<file path="config.mk">
export PLATFORM = sky130hd
export DESIGN_NAME = yuyv_to_rgb_with_gains_core
export DESIGN_NICKNAME = d
export VERILOG_FILES = /design/src/hw/rtl/yrg_pkg.sv /design/src/hw/rtl/yrg_csr.sv /design/src/hw/rtl/yrg_front.sv /design/src/hw/rtl/yrg_matrix.sv /design/src/hw/rtl/yrg_gain.sv /design/src/hw/rtl/yuyv_to_rgb_with_gains_core.sv
export SDC_FILE = /design/constraint.sdc
export NUM_CORES = 2
export LEC_CHECK = 0
export ABC_AREA = 1
export BUFFER_PORTS_ARGS = -buffer_cell sky130_fd_sc_hd__buf_2
export CAP_MARGIN = 25
export CELL_PAD_IN_SITES_DETAIL_PLACEMENT = 0
export CELL_PAD_IN_SITES_GLOBAL_PLACEMENT = 1
export CORE_UTILIZATION = 49
export CTS_BUF_LIST = sky130_fd_sc_hd__clkbuf_8
export DETAILED_ROUTE_END_ITERATION = 7
export PLACE_DENSITY = 0.85
export SLEW_MARGIN = 20
export SYNTH_ARGS = -nofsm -noshare
export SYNTH_HDL_FRONTEND = slang
export SYNTH_SLANG_ARGS = --single-unit
</file>
<file path="constraint.sdc">
create_clock -name clock -period 5.1 [get_ports clock]
set_clock_uncertainty 0.2 [all_clocks]
set_input_delay 0.51 -clock clock [delete_from_list [all_inputs] [get_ports clock]]
set_output_delay 0.51 -clock clock [all_outputs]
set_load 0.01 [all_outputs]
</file>
<file path="src/hw/rtl/yrg_pkg.sv">
// Shared types, constants and the helper function of the YUYV to RGB converter with gains.
package yrg_pkg;

   localparam int PixW      = 8;
   localparam int GainW     = 10;
   localparam int GainShift = 8;
   localparam int FracW     = 14;
   localparam int ChanW     = 9;
   localparam int SumW      = 24;
   localparam int CoefW     = 16;
   localparam int ProdW     = ChanW + GainW;
   localparam int ScaledW   = ProdW - GainShift;
   localparam int AddrW     = 4;
   localparam int DataW     = 32;

   localparam logic [PixW-1:0] PixMax = 8'd255;

   // Color matrix coefficients, scaled by 2^14 and rounded.
   localparam logic signed [CoefW-1:0] CoefRv = 16'sd23060;
   localparam logic signed [CoefW-1:0] CoefGu = 16'sd5661;
   localparam logic signed [CoefW-1:0] CoefGv = 16'sd11746;
   localparam logic signed [CoefW-1:0] CoefBu = 16'sd29147;

   localparam logic [GainW-1:0] LumaGainReset  = 10'd307;
   localparam logic [GainW-1:0] RedGainReset   = 10'd320;
   localparam logic [GainW-1:0] GreenGainReset = 10'd218;
   localparam logic [GainW-1:0] BlueGainReset  = 10'd218;

   typedef enum logic [1:0] {
      RegLumaGain  = 2'd0,
      RegRedGain   = 2'd1,
      RegGreenGain = 2'd2,
      RegBlueGain  = 2'd3
   } reg_index_type;

   typedef struct packed {
      logic [PixW-1:0] luma_first;
      logic [PixW-1:0] chroma_blue;
      logic [PixW-1:0] luma_second;
      logic [PixW-1:0] chroma_red;
   } pixel_in_type;

   typedef struct packed {
      logic [PixW-1:0] red_first;
      logic [PixW-1:0] green_first;
      logic [PixW-1:0] blue_first;
      logic [PixW-1:0] red_second;
      logic [PixW-1:0] green_second;
      logic [PixW-1:0] blue_second;
   } pixel_out_type;

   typedef struct packed {
      logic [GainW-1:0] luma_gain;
      logic [GainW-1:0] red_gain;
      logic [GainW-1:0] green_gain;
      logic [GainW-1:0] blue_gain;
   } gains_type;

   // Scaled lumas as integers and the four chroma products in Q14.
   typedef struct packed {
      logic [PixW-1:0]        luma_first;
      logic [PixW-1:0]        luma_second;
      logic signed [SumW-1:0] term_rv;
      logic signed [SumW-1:0] term_gu;
      logic signed [SumW-1:0] term_gv;
      logic signed [SumW-1:0] term_bu;
   } front_type;

   // Integer channel values before the channel gains, negatives already forced to zero.
   typedef struct packed {
      logic [ChanW-1:0] red_first;
      logic [ChanW-1:0] green_first;
      logic [ChanW-1:0] blue_first;
      logic [ChanW-1:0] red_second;
      logic [ChanW-1:0] green_second;
      logic [ChanW-1:0] blue_second;
   } channel_type;

   // Multiply by an unsigned Q8 gain, drop the fraction and saturate to 255.
   function automatic logic [PixW-1:0] scale_sat(input logic [ChanW-1:0] value,
                                                 input logic [GainW-1:0] gain);
      logic [ProdW-1:0]   prod;
      logic [ScaledW-1:0] scaled;
      prod   = ProdW'(value) * ProdW'(gain);
      scaled = prod[ProdW-1:GainShift];
      if (scaled > ScaledW'(PixMax)) begin
         return PixMax;
      end else begin
         return scaled[PixW-1:0];
      end
   endfunction

endpackage

</file>
<file path="src/hw/rtl/yrg_csr.sv">
// Gain registers behind the APB-style configuration port.
module yrg_csr (
   input  logic                      clock,
   input  logic                      reset,
   input  logic                      psel,
   input  logic                      penable,
   input  logic                      pwrite,
   input  logic [yrg_pkg::AddrW-1:0] paddr,
   input  logic [yrg_pkg::DataW-1:0] pwdata,
   output logic [yrg_pkg::DataW-1:0] prdata,
   output logic                      pready,
   output yrg_pkg::gains_type        gains
);

   yrg_pkg::gains_type     gains_ff;
   yrg_pkg::gains_type     gains_in;
   yrg_pkg::reg_index_type index;
   logic                   wr_en;

   assign index  = yrg_pkg::reg_index_type'(paddr[yrg_pkg::AddrW-1:2]);
   assign wr_en  = psel & penable & pwrite;
   assign pready = 1'b1;
   assign gains  = gains_ff;

   always_comb begin
      gains_in = gains_ff;
      prdata   = '0;
      case (index)
         yrg_pkg::RegLumaGain: begin
            prdata = yrg_pkg::DataW'(gains_ff.luma_gain);
            if (wr_en) gains_in.luma_gain = pwdata[yrg_pkg::GainW-1:0];
         end
         yrg_pkg::RegRedGain: begin
            prdata = yrg_pkg::DataW'(gains_ff.red_gain);
            if (wr_en) gains_in.red_gain = pwdata[yrg_pkg::GainW-1:0];
         end
         yrg_pkg::RegGreenGain: begin
            prdata = yrg_pkg::DataW'(gains_ff.green_gain);
            if (wr_en) gains_in.green_gain = pwdata[yrg_pkg::GainW-1:0];
         end
         yrg_pkg::RegBlueGain: begin
            prdata = yrg_pkg::DataW'(gains_ff.blue_gain);
            if (wr_en) gains_in.blue_gain = pwdata[yrg_pkg::GainW-1:0];
         end
         default: begin
            prdata = '0;
         end
      endcase
   end

   always_ff @(posedge clock) begin
      if (reset) begin
         gains_ff.luma_gain  <= yrg_pkg::LumaGainReset;
         gains_ff.red_gain   <= yrg_pkg::RedGainReset;
         gains_ff.green_gain <= yrg_pkg::GreenGainReset;
         gains_ff.blue_gain  <= yrg_pkg::BlueGainReset;
      end else begin
         gains_ff <= gains_in;
      end
   end

endmodule

</file>
<file path="src/hw/rtl/yrg_front.sv">
// First stage: luma brightness gain and the four chroma coefficient products.
module yrg_front (
   input  logic                  clock,
   input  logic                  reset,
   input  logic                  in_valid,
   input  yrg_pkg::pixel_in_type in_data,
   input  yrg_pkg::gains_type    gains,
   output logic                  out_valid,
   output yrg_pkg::front_type    out_data
);

   logic                            valid_ff;
   yrg_pkg::front_type              data_ff;
   yrg_pkg::front_type              data_in;
   logic signed [yrg_pkg::PixW-1:0] du;
   logic signed [yrg_pkg::PixW-1:0] dv;

   // Removing the 128 offset is just an inversion of the top bit.
   assign du = {~in_data.chroma_blue[yrg_pkg::PixW-1], in_data.chroma_blue[yrg_pkg::PixW-2:0]};
   assign dv = {~in_data.chroma_red[yrg_pkg::PixW-1], in_data.chroma_red[yrg_pkg::PixW-2:0]};

   always_comb begin
      data_in.luma_first  = yrg_pkg::scale_sat({1'b0, in_data.luma_first}, gains.luma_gain);
      data_in.luma_second = yrg_pkg::scale_sat({1'b0, in_data.luma_second}, gains.luma_gain);
      data_in.term_rv     = yrg_pkg::SumW'(dv) * yrg_pkg::SumW'(yrg_pkg::CoefRv);
      data_in.term_gu     = yrg_pkg::SumW'(du) * yrg_pkg::SumW'(yrg_pkg::CoefGu);
      data_in.term_gv     = yrg_pkg::SumW'(dv) * yrg_pkg::SumW'(yrg_pkg::CoefGv);
      data_in.term_bu     = yrg_pkg::SumW'(du) * yrg_pkg::SumW'(yrg_pkg::CoefBu);
   end

   always_ff @(posedge clock) begin
      if (reset) begin
         valid_ff <= 1'b0;
      end else begin
         valid_ff <= in_valid;
      end
   end

   always_ff @(posedge clock) begin
      data_ff <= data_in;
   end

   assign out_valid = valid_ff;
   assign out_data  = data_ff;

endmodule

</file>
<file path="src/hw/rtl/yrg_matrix.sv">
// Second stage: Q14 color matrix sums, truncated to integer channel values.
module yrg_matrix (
   input  logic                 clock,
   input  logic                 reset,
   input  logic                 in_valid,
   input  yrg_pkg::front_type   in_data,
   output logic                 out_valid,
   output yrg_pkg::channel_type out_data
);

   logic                            valid_ff;
   yrg_pkg::channel_type            data_ff;
   yrg_pkg::channel_type            data_in;
   logic signed [yrg_pkg::SumW-1:0] yq_first;
   logic signed [yrg_pkg::SumW-1:0] yq_second;
   logic signed [yrg_pkg::SumW-1:0] sum_r_first;
   logic signed [yrg_pkg::SumW-1:0] sum_g_first;
   logic signed [yrg_pkg::SumW-1:0] sum_b_first;
   logic signed [yrg_pkg::SumW-1:0] sum_r_second;
   logic signed [yrg_pkg::SumW-1:0] sum_g_second;
   logic signed [yrg_pkg::SumW-1:0] sum_b_second;

   // A negative sum is forced to zero; a non-negative sum is truncated to its integer part.
   function automatic logic [yrg_pkg::ChanW-1:0] to_chan(input logic signed [yrg_pkg::SumW-1:0] s);
      if (s[yrg_pkg::SumW-1]) begin
         return '0;
      end else begin
         return s[yrg_pkg::FracW+yrg_pkg::ChanW-1:yrg_pkg::FracW];
      end
   endfunction

   assign yq_first  = yrg_pkg::SumW'({in_data.luma_first, yrg_pkg::FracW'(0)});
   assign yq_second = yrg_pkg::SumW'({in_data.luma_second, yrg_pkg::FracW'(0)});

   assign sum_r_first  = yq_first + in_data.term_rv;
   assign sum_g_first  = yq_first - in_data.term_gu - in_data.term_gv;
   assign sum_b_first  = yq_first + in_data.term_bu;
   assign sum_r_second = yq_second + in_data.term_rv;
   assign sum_g_second = yq_second - in_data.term_gu - in_data.term_gv;
   assign sum_b_second = yq_second + in_data.term_bu;

   always_comb begin
      data_in.red_first    = to_chan(sum_r_first);
      data_in.green_first  = to_chan(sum_g_first);
      data_in.blue_first   = to_chan(sum_b_first);
      data_in.red_second   = to_chan(sum_r_second);
      data_in.green_second = to_chan(sum_g_second);
      data_in.blue_second  = to_chan(sum_b_second);
   end

   always_ff @(posedge clock) begin
      if (reset) begin
         valid_ff <= 1'b0;
      end else begin
         valid_ff <= in_valid;
      end
   end

   always_ff @(posedge clock) begin
      data_ff <= data_in;
   end

   assign out_valid = valid_ff;
   assign out_data  = data_ff;

endmodule

</file>
<file path="src/hw/rtl/yrg_gain.sv">
// Third stage: per-channel gains with saturation, feeding the result register.
module yrg_gain (
   input  logic                   clock,
   input  logic                   reset,
   input  logic                   in_valid,
   input  yrg_pkg::channel_type   in_data,
   input  yrg_pkg::gains_type     gains,
   output logic                   out_valid,
   output yrg_pkg::pixel_out_type out_data
);

   logic                   valid_ff;
   yrg_pkg::pixel_out_type data_ff;
   yrg_pkg::pixel_out_type data_in;

   always_comb begin
      data_in.red_first    = yrg_pkg::scale_sat(in_data.red_first, gains.red_gain);
      data_in.green_first  = yrg_pkg::scale_sat(in_data.green_first, gains.green_gain);
      data_in.blue_first   = yrg_pkg::scale_sat(in_data.blue_first, gains.blue_gain);
      data_in.red_second   = yrg_pkg::scale_sat(in_data.red_second, gains.red_gain);
      data_in.green_second = yrg_pkg::scale_sat(in_data.green_second, gains.green_gain);
      data_in.blue_second  = yrg_pkg::scale_sat(in_data.blue_second, gains.blue_gain);
   end

   always_ff @(posedge clock) begin
      if (reset) begin
         valid_ff <= 1'b0;
      end else begin
         valid_ff <= in_valid;
      end
   end

   always_ff @(posedge clock) begin
      data_ff <= data_in;
   end

   assign out_valid = valid_ff;
   assign out_data  = data_ff;

endmodule

</file>
<file path="src/hw/rtl/yuyv_to_rgb_with_gains_core.sv">
// Top level of the YUYV macropixel to RGB888 converter with brightness and channel gains.
//
// Each item is one YUYV macropixel (two lumas sharing one U and one V sample) and gives
// exactly one result of two RGB888 pixels. The block takes an item in every clock cycle:
// busy is always low, so an item is taken at every edge where start is high. The result
// appears on rsp_data with rsp_valid high for one cycle, and results leave in the order the
// items came in. Each item passes three register stages in turn: luma gain and chroma
// products, the Q14 color matrix sums, and the per-channel gains with saturation. The
// receiver cannot stall the block, so nothing is buffered beyond these stages. Gains are
// unsigned Q8 values in four registers at byte addresses 0 (luma), 4 (red), 8 (green) and
// 12 (blue); they are applied to items as they pass, so change them only while no item is
// in flight.
module yuyv_to_rgb_with_gains_core (
   input  logic                      clock,
   input  logic                      reset,
   // Item input
   input  logic                      start,
   output logic                      busy,
   input  yrg_pkg::pixel_in_type     req_data,
   // Result output
   output logic                      rsp_valid,
   output yrg_pkg::pixel_out_type    rsp_data,
   // Configuration port
   input  logic                      psel,
   input  logic                      penable,
   input  logic                      pwrite,
   input  logic [yrg_pkg::AddrW-1:0] paddr,
   input  logic [yrg_pkg::DataW-1:0] pwdata,
   output logic [yrg_pkg::DataW-1:0] prdata,
   output logic                      pready
);

   yrg_pkg::gains_type   gains;
   logic                 accept;
   logic                 front_valid;
   yrg_pkg::front_type   front_data;
   logic                 matrix_valid;
   yrg_pkg::channel_type matrix_data;

   // The pipeline never holds off an item.
   assign busy   = 1'b0;
   assign accept = start & ~busy;

   yrg_csr u_csr (
      .clock   (clock),
      .reset   (reset),
      .psel    (psel),
      .penable (penable),
      .pwrite  (pwrite),
      .paddr   (paddr),
      .pwdata  (pwdata),
      .prdata  (prdata),
      .pready  (pready),
      .gains   (gains)
   );

   // Stage one: luma gain and the chroma coefficient products.
   yrg_front u_front (
      .clock     (clock),
      .reset     (reset),
      .in_valid  (accept),
      .in_data   (req_data),
      .gains     (gains),
      .out_valid (front_valid),
      .out_data  (front_data)
   );

   // Stage two: matrix sums and truncation to integer channels.
   yrg_matrix u_matrix (
      .clock     (clock),
      .reset     (reset),
      .in_valid  (front_valid),
      .in_data   (front_data),
      .out_valid (matrix_valid),
      .out_data  (matrix_data)
   );

   // Stage three: channel gains and saturation into the result register.
   yrg_gain u_gain (
      .clock     (clock),
      .reset     (reset),
      .in_valid  (matrix_valid),
      .in_data   (matrix_data),
      .gains     (gains),
      .out_valid (rsp_valid),
      .out_data  (rsp_data)
   );

   // Every result comes from an accepted item that has passed the front, matrix and gain stages.
   assert property (@(posedge clock) disable iff (reset)
      rsp_valid |-> $past(accept, 3))
      else $error("result without a matching item three cycles earlier");

   // A red gain of zero forces both red outputs to zero.
   assert property (@(posedge clock) disable iff (reset)
      (rsp_valid && gains.red_gain == '0) |->
         (rsp_data.red_first == '0 && rsp_data.red_second == '0))
      else $error("red output not zero under zero red gain");

   // Equal lumas in one item give two identical pixels.
   assert property (@(posedge clock) disable iff (reset)
      (rsp_valid && $past(req_data.luma_first == req_data.luma_second, 3)) |->
         (rsp_data.red_first == rsp_data.red_second &&
          rsp_data.green_first == rsp_data.green_second &&
          rsp_data.blue_first == rsp_data.blue_second))
      else $error("pixels of equal luma differ");

endmodule
</file>
==> metrics.md <==
| Metric | Value |
|---|---|
| Share of layout cells above drive strength 1 | under 10% |
| First-pass GRT wire length | 171000 um |
| FILL cells | 8218 |
| CTS tree | built |
| Synth async-reset ratio | 0% |
| Multi-input gate area | 0.0301 sq mm |
| Post-CTS Setup Bufs | 0 |
| Final count of hold timing violations | 0 |
| Crit path cell chain | nand2_1 > fa_1 > fa_1 > inv_1 > fa_1 > fa_1 > ha_1 > nand2_1 > inv_1 > a21oi_1 > nand2_2 > nand2_1 > nand3b_1 > nand2_1 > nand3_2 > nor2_4 > nand2_1 |
| Die area | ~0.085 sq mm |
| First drt pass iteration count | 8 |
| Least-Margin Pin Slew | 0.734 ns |
| GRT overflow | 0 |
| DRC Markers | 0 |
| Core Rows | roughly 110 |
| Synth Cell Area | 0.0410 sq mm |
| Kind of end point of the critical path | register |
| Initial Utilization | 49.7% |
| Number of max-cap violations | 0 |
| Final net count | roughly 7000 |
| Slew margin rel. | 51.0% |
| Clk sinks | 225 |
| Total GRT Usage | 24.6% |
| Critical-path top delay cell | dfxtp_1 |
| Io pins | 157 |
| Post-Route WL | 102000 um |
| TNS Setup | 0 ns |
| Req. time, crit path | 5.38 ns |
| Critical path class | reg -> reg |
| Total power | 27.5 mW |
| Largest net degree at the start of global routing | 41 |
| Post-synth EDFFs | 0 |
| Status | completed |
| CTS Buffer Depth | 3 |
| Leak | 27.3 nW |
| Final max-slew violation count | 0 |
| H-Tree Depth | 2 |
| Vias in the first global route | around 34000 |
| Util after Layout | ~53% |
| Startpoint class of the critical path | register |
| Setup violators final | 0 |
| DR vias | between 30000 and 40000 |
| Hold Path Class | in -> reg |
| Chip Width | just under 300 um |
| HPWL after DPL | 87300 um |
| Number of synthesized register bits | 225 |
| PortBufs | between 100 and 150 |
| Minimum clock period | about 4.8 ns |
| Worst vdd ir | 0.466 mV |
| Pwr per Cell Area | about 630 mW/mm^2 |
| Area Overhead vs Synth | 7.09% |
| Register area | 0.00452 sq mm |
| Period utilization | 93.8% |
| Top FF cell, synth | dfxtp_1 |
| Core area | 0.0824 sq mm |
| CTS root buffer | clkbuf_8 |
| Seq/Total Area, Yosys | 11.0% |
| Detail Route Antenna Nets | 0 |
| Via/cell ratio | 4.92 |
| Number of DRC violations after detailed-routing iteration 0 | 1449 |
| Mapped Avg Cell Area | 7.18 sq um |
| CP peak stage delay | 0.80 ns |
| Syn. warnings | 0 |
| Crit-path max FO | 13 |
| Initial antenna violation count | 6 |
| Pre-CTS setup slack | 0.222 ns |
| RSZ-0062 raised after global routing | false |
| TritonCTS Buffers | 43 |
| Synth cell types | 48 |
| GP Congestion | approximately 1 |
| Die Span Y | approximately 290 um |
| Synth Instances | between 5000 and 6000 |
| Worst-path clk slew | around 0.070 ns |
| Most frequent CP cell | nand2_1 |
| Clk Latency, worst-skew pair | about 0.63 ns |
| Routed len/inst | 14.8 um |
| CP arrival | 5.07 ns |
| FMAX | 209 MHz |
| Final WS setup | 0.316 ns |
## cells by family after synthesis
logic type | Yosys count | share of synthesized area [%]
XOR/XNOR | 109 | 2.40
flip-flops | 225 | 11.0
other | 2 | 0.0183
buffers and inverters | 1679 | 15.8
AND/OR/NAND/NOR | 2166 | 22.0
adder cells (fa/ha/maj) | 1075 | 42.7
AO/OA/AOI/OAI | 447 | 6.03
## flip-flops by register name, summed over array words and instances, names as in the netlist
signal,count
u_gain.out_data,48
u_gain.out_valid,1
u_matrix.out_data,54
u_csr.gains,40
u_matrix.out_valid,1
u_front.out_data,80
u_front.out_valid,1
## synth_stat cells, types with 3 or more instances
master       n  area, sq um
a21boi_0     8         60.1
a21o_1      15          113
a21oi_1    239         1200
a31oi_1     10         62.6
and3_1       3         18.8
buf_4       43          323
buf_6        3         33.8
clkbuf_1   135          507
clkinv_1     4         15.0
dfxtp_1    225         4500
fa_1       538        10800
ha_1       537         6720
inv_1     1488         5590
inv_2        3         11.3
nand2_1   1490         5590
nand2_2     45          282
nand2_4      8         90.1
nand3_1    198          991
nand3_2      8         80.1
nand3b_1    27          203
nand4_1     47          294
nor2_1     271         1020
nor2_2       3         18.8
nor2_4       9          101
nor3_1      29          145
nor3_2       4         40.0
nor4_1      15         93.8
o211ai_1     6         45.0
o21a_1       6         45.0
o21ai_0    112          561
o21ai_2      4         35.0
o21bai_1    37          278
or2_2        7         43.8
xnor2_1     38          333
xor2_1      67          587
xor2_2       4         65.1
## through the flow
stage          std cells  area [sq um]  hold WS [ns]
4_1_cts             6888         43800       0.00713
5_1_grt             6891         43900        0.0332
3_3_place_gp        6793         42600         0.200
2_1_floorplan       5725         41100         0.188
6_report            6893         43900        0.0621
3_5_place_dp        6793         42600         0.198
## what timing repair did
item | in CTS | in global routing
gates resized for setup | 0 | 10
endpoints found under the hold margin | 31 | 0
hold buffers | 18 | 0
endpoints found under the setup margin | 0 | 37
## cell type report
type | count | share of cell area [%]
multi-input combinational | 3821 | 68.5
clock buffer | 46 | 1.44
antenna | 5 | 0.0285
timing repair buffer | 200 | 2.99
sequential | 225 | 10.3
clock inverter | 31 | 0.887
inverter | 1495 | 12.8
tap | 1070 | 3.05
## power breakdown
| group | internal (mW) | switching (mW) |
|---|---|---|
| registers | 2.61 | 0.944 |
| logic | 8.16 | 13.7 |
| clock network | 1.26 | 0.882 |
## critical path, delay by kind of cell (launching register included)
family	cells	cell delay (ns)
simple gates	9	1.03
fa+ha+maj	5	2.33
flops	1	0.80
compound gates	1	0.16
buf+inv	2	0.10
## worst paths after layout
check,startpoint,slack [ns],depth (start not counted),to
max reg2reg,u_csr.gains[2]$_SDFFE_PP0P_,0.32,17,u_gain.out_data[2]$_SDFF_PN1_
max,u_csr.gains[2]$_SDFFE_PP0P_,0.32,17,u_gain.out_data[2]$_SDFF_PN1_
min,req_data[23],0.06,3,u_front.out_data[68]$_DFF_P_
min reg2reg,u_front.out_valid$_SDFF_PP0_,0.20,2,u_matrix.out_valid$_SDFF_PP0_
## per-layer routing
metal | global-route usage [%] | wire length (um) | vias to the layer above
met3 | 2.36 | 4240 | 139
met4 | 6.19 | 2440 | 6
li1 | - | - | 17073
met2 | 43.4 | 49600 | 614
met1 | 32.2 | 45700 | 16073
met5 | 0 | 33 | -
## layout by cell type, fill, tap and decap left out, types with 29 or more instances in the layout
cell / instances
fa_1: 538
buf_2: 108
ha_1: 537
inv_1: 1492
a21oi_1: 239
nand2_2: 45
nand3_1: 198
o21ai_0: 112
nand2_1: 1490
xnor2_1: 38
clkbuf_8: 46
buf_4: 71
o21bai_1: 37
xor2_1: 67
nor3_1: 29
dfxtp_1: 215
nor2_1: 271
nand4_1: 47
Note: power is estimated with default switching activity, not from simulation.
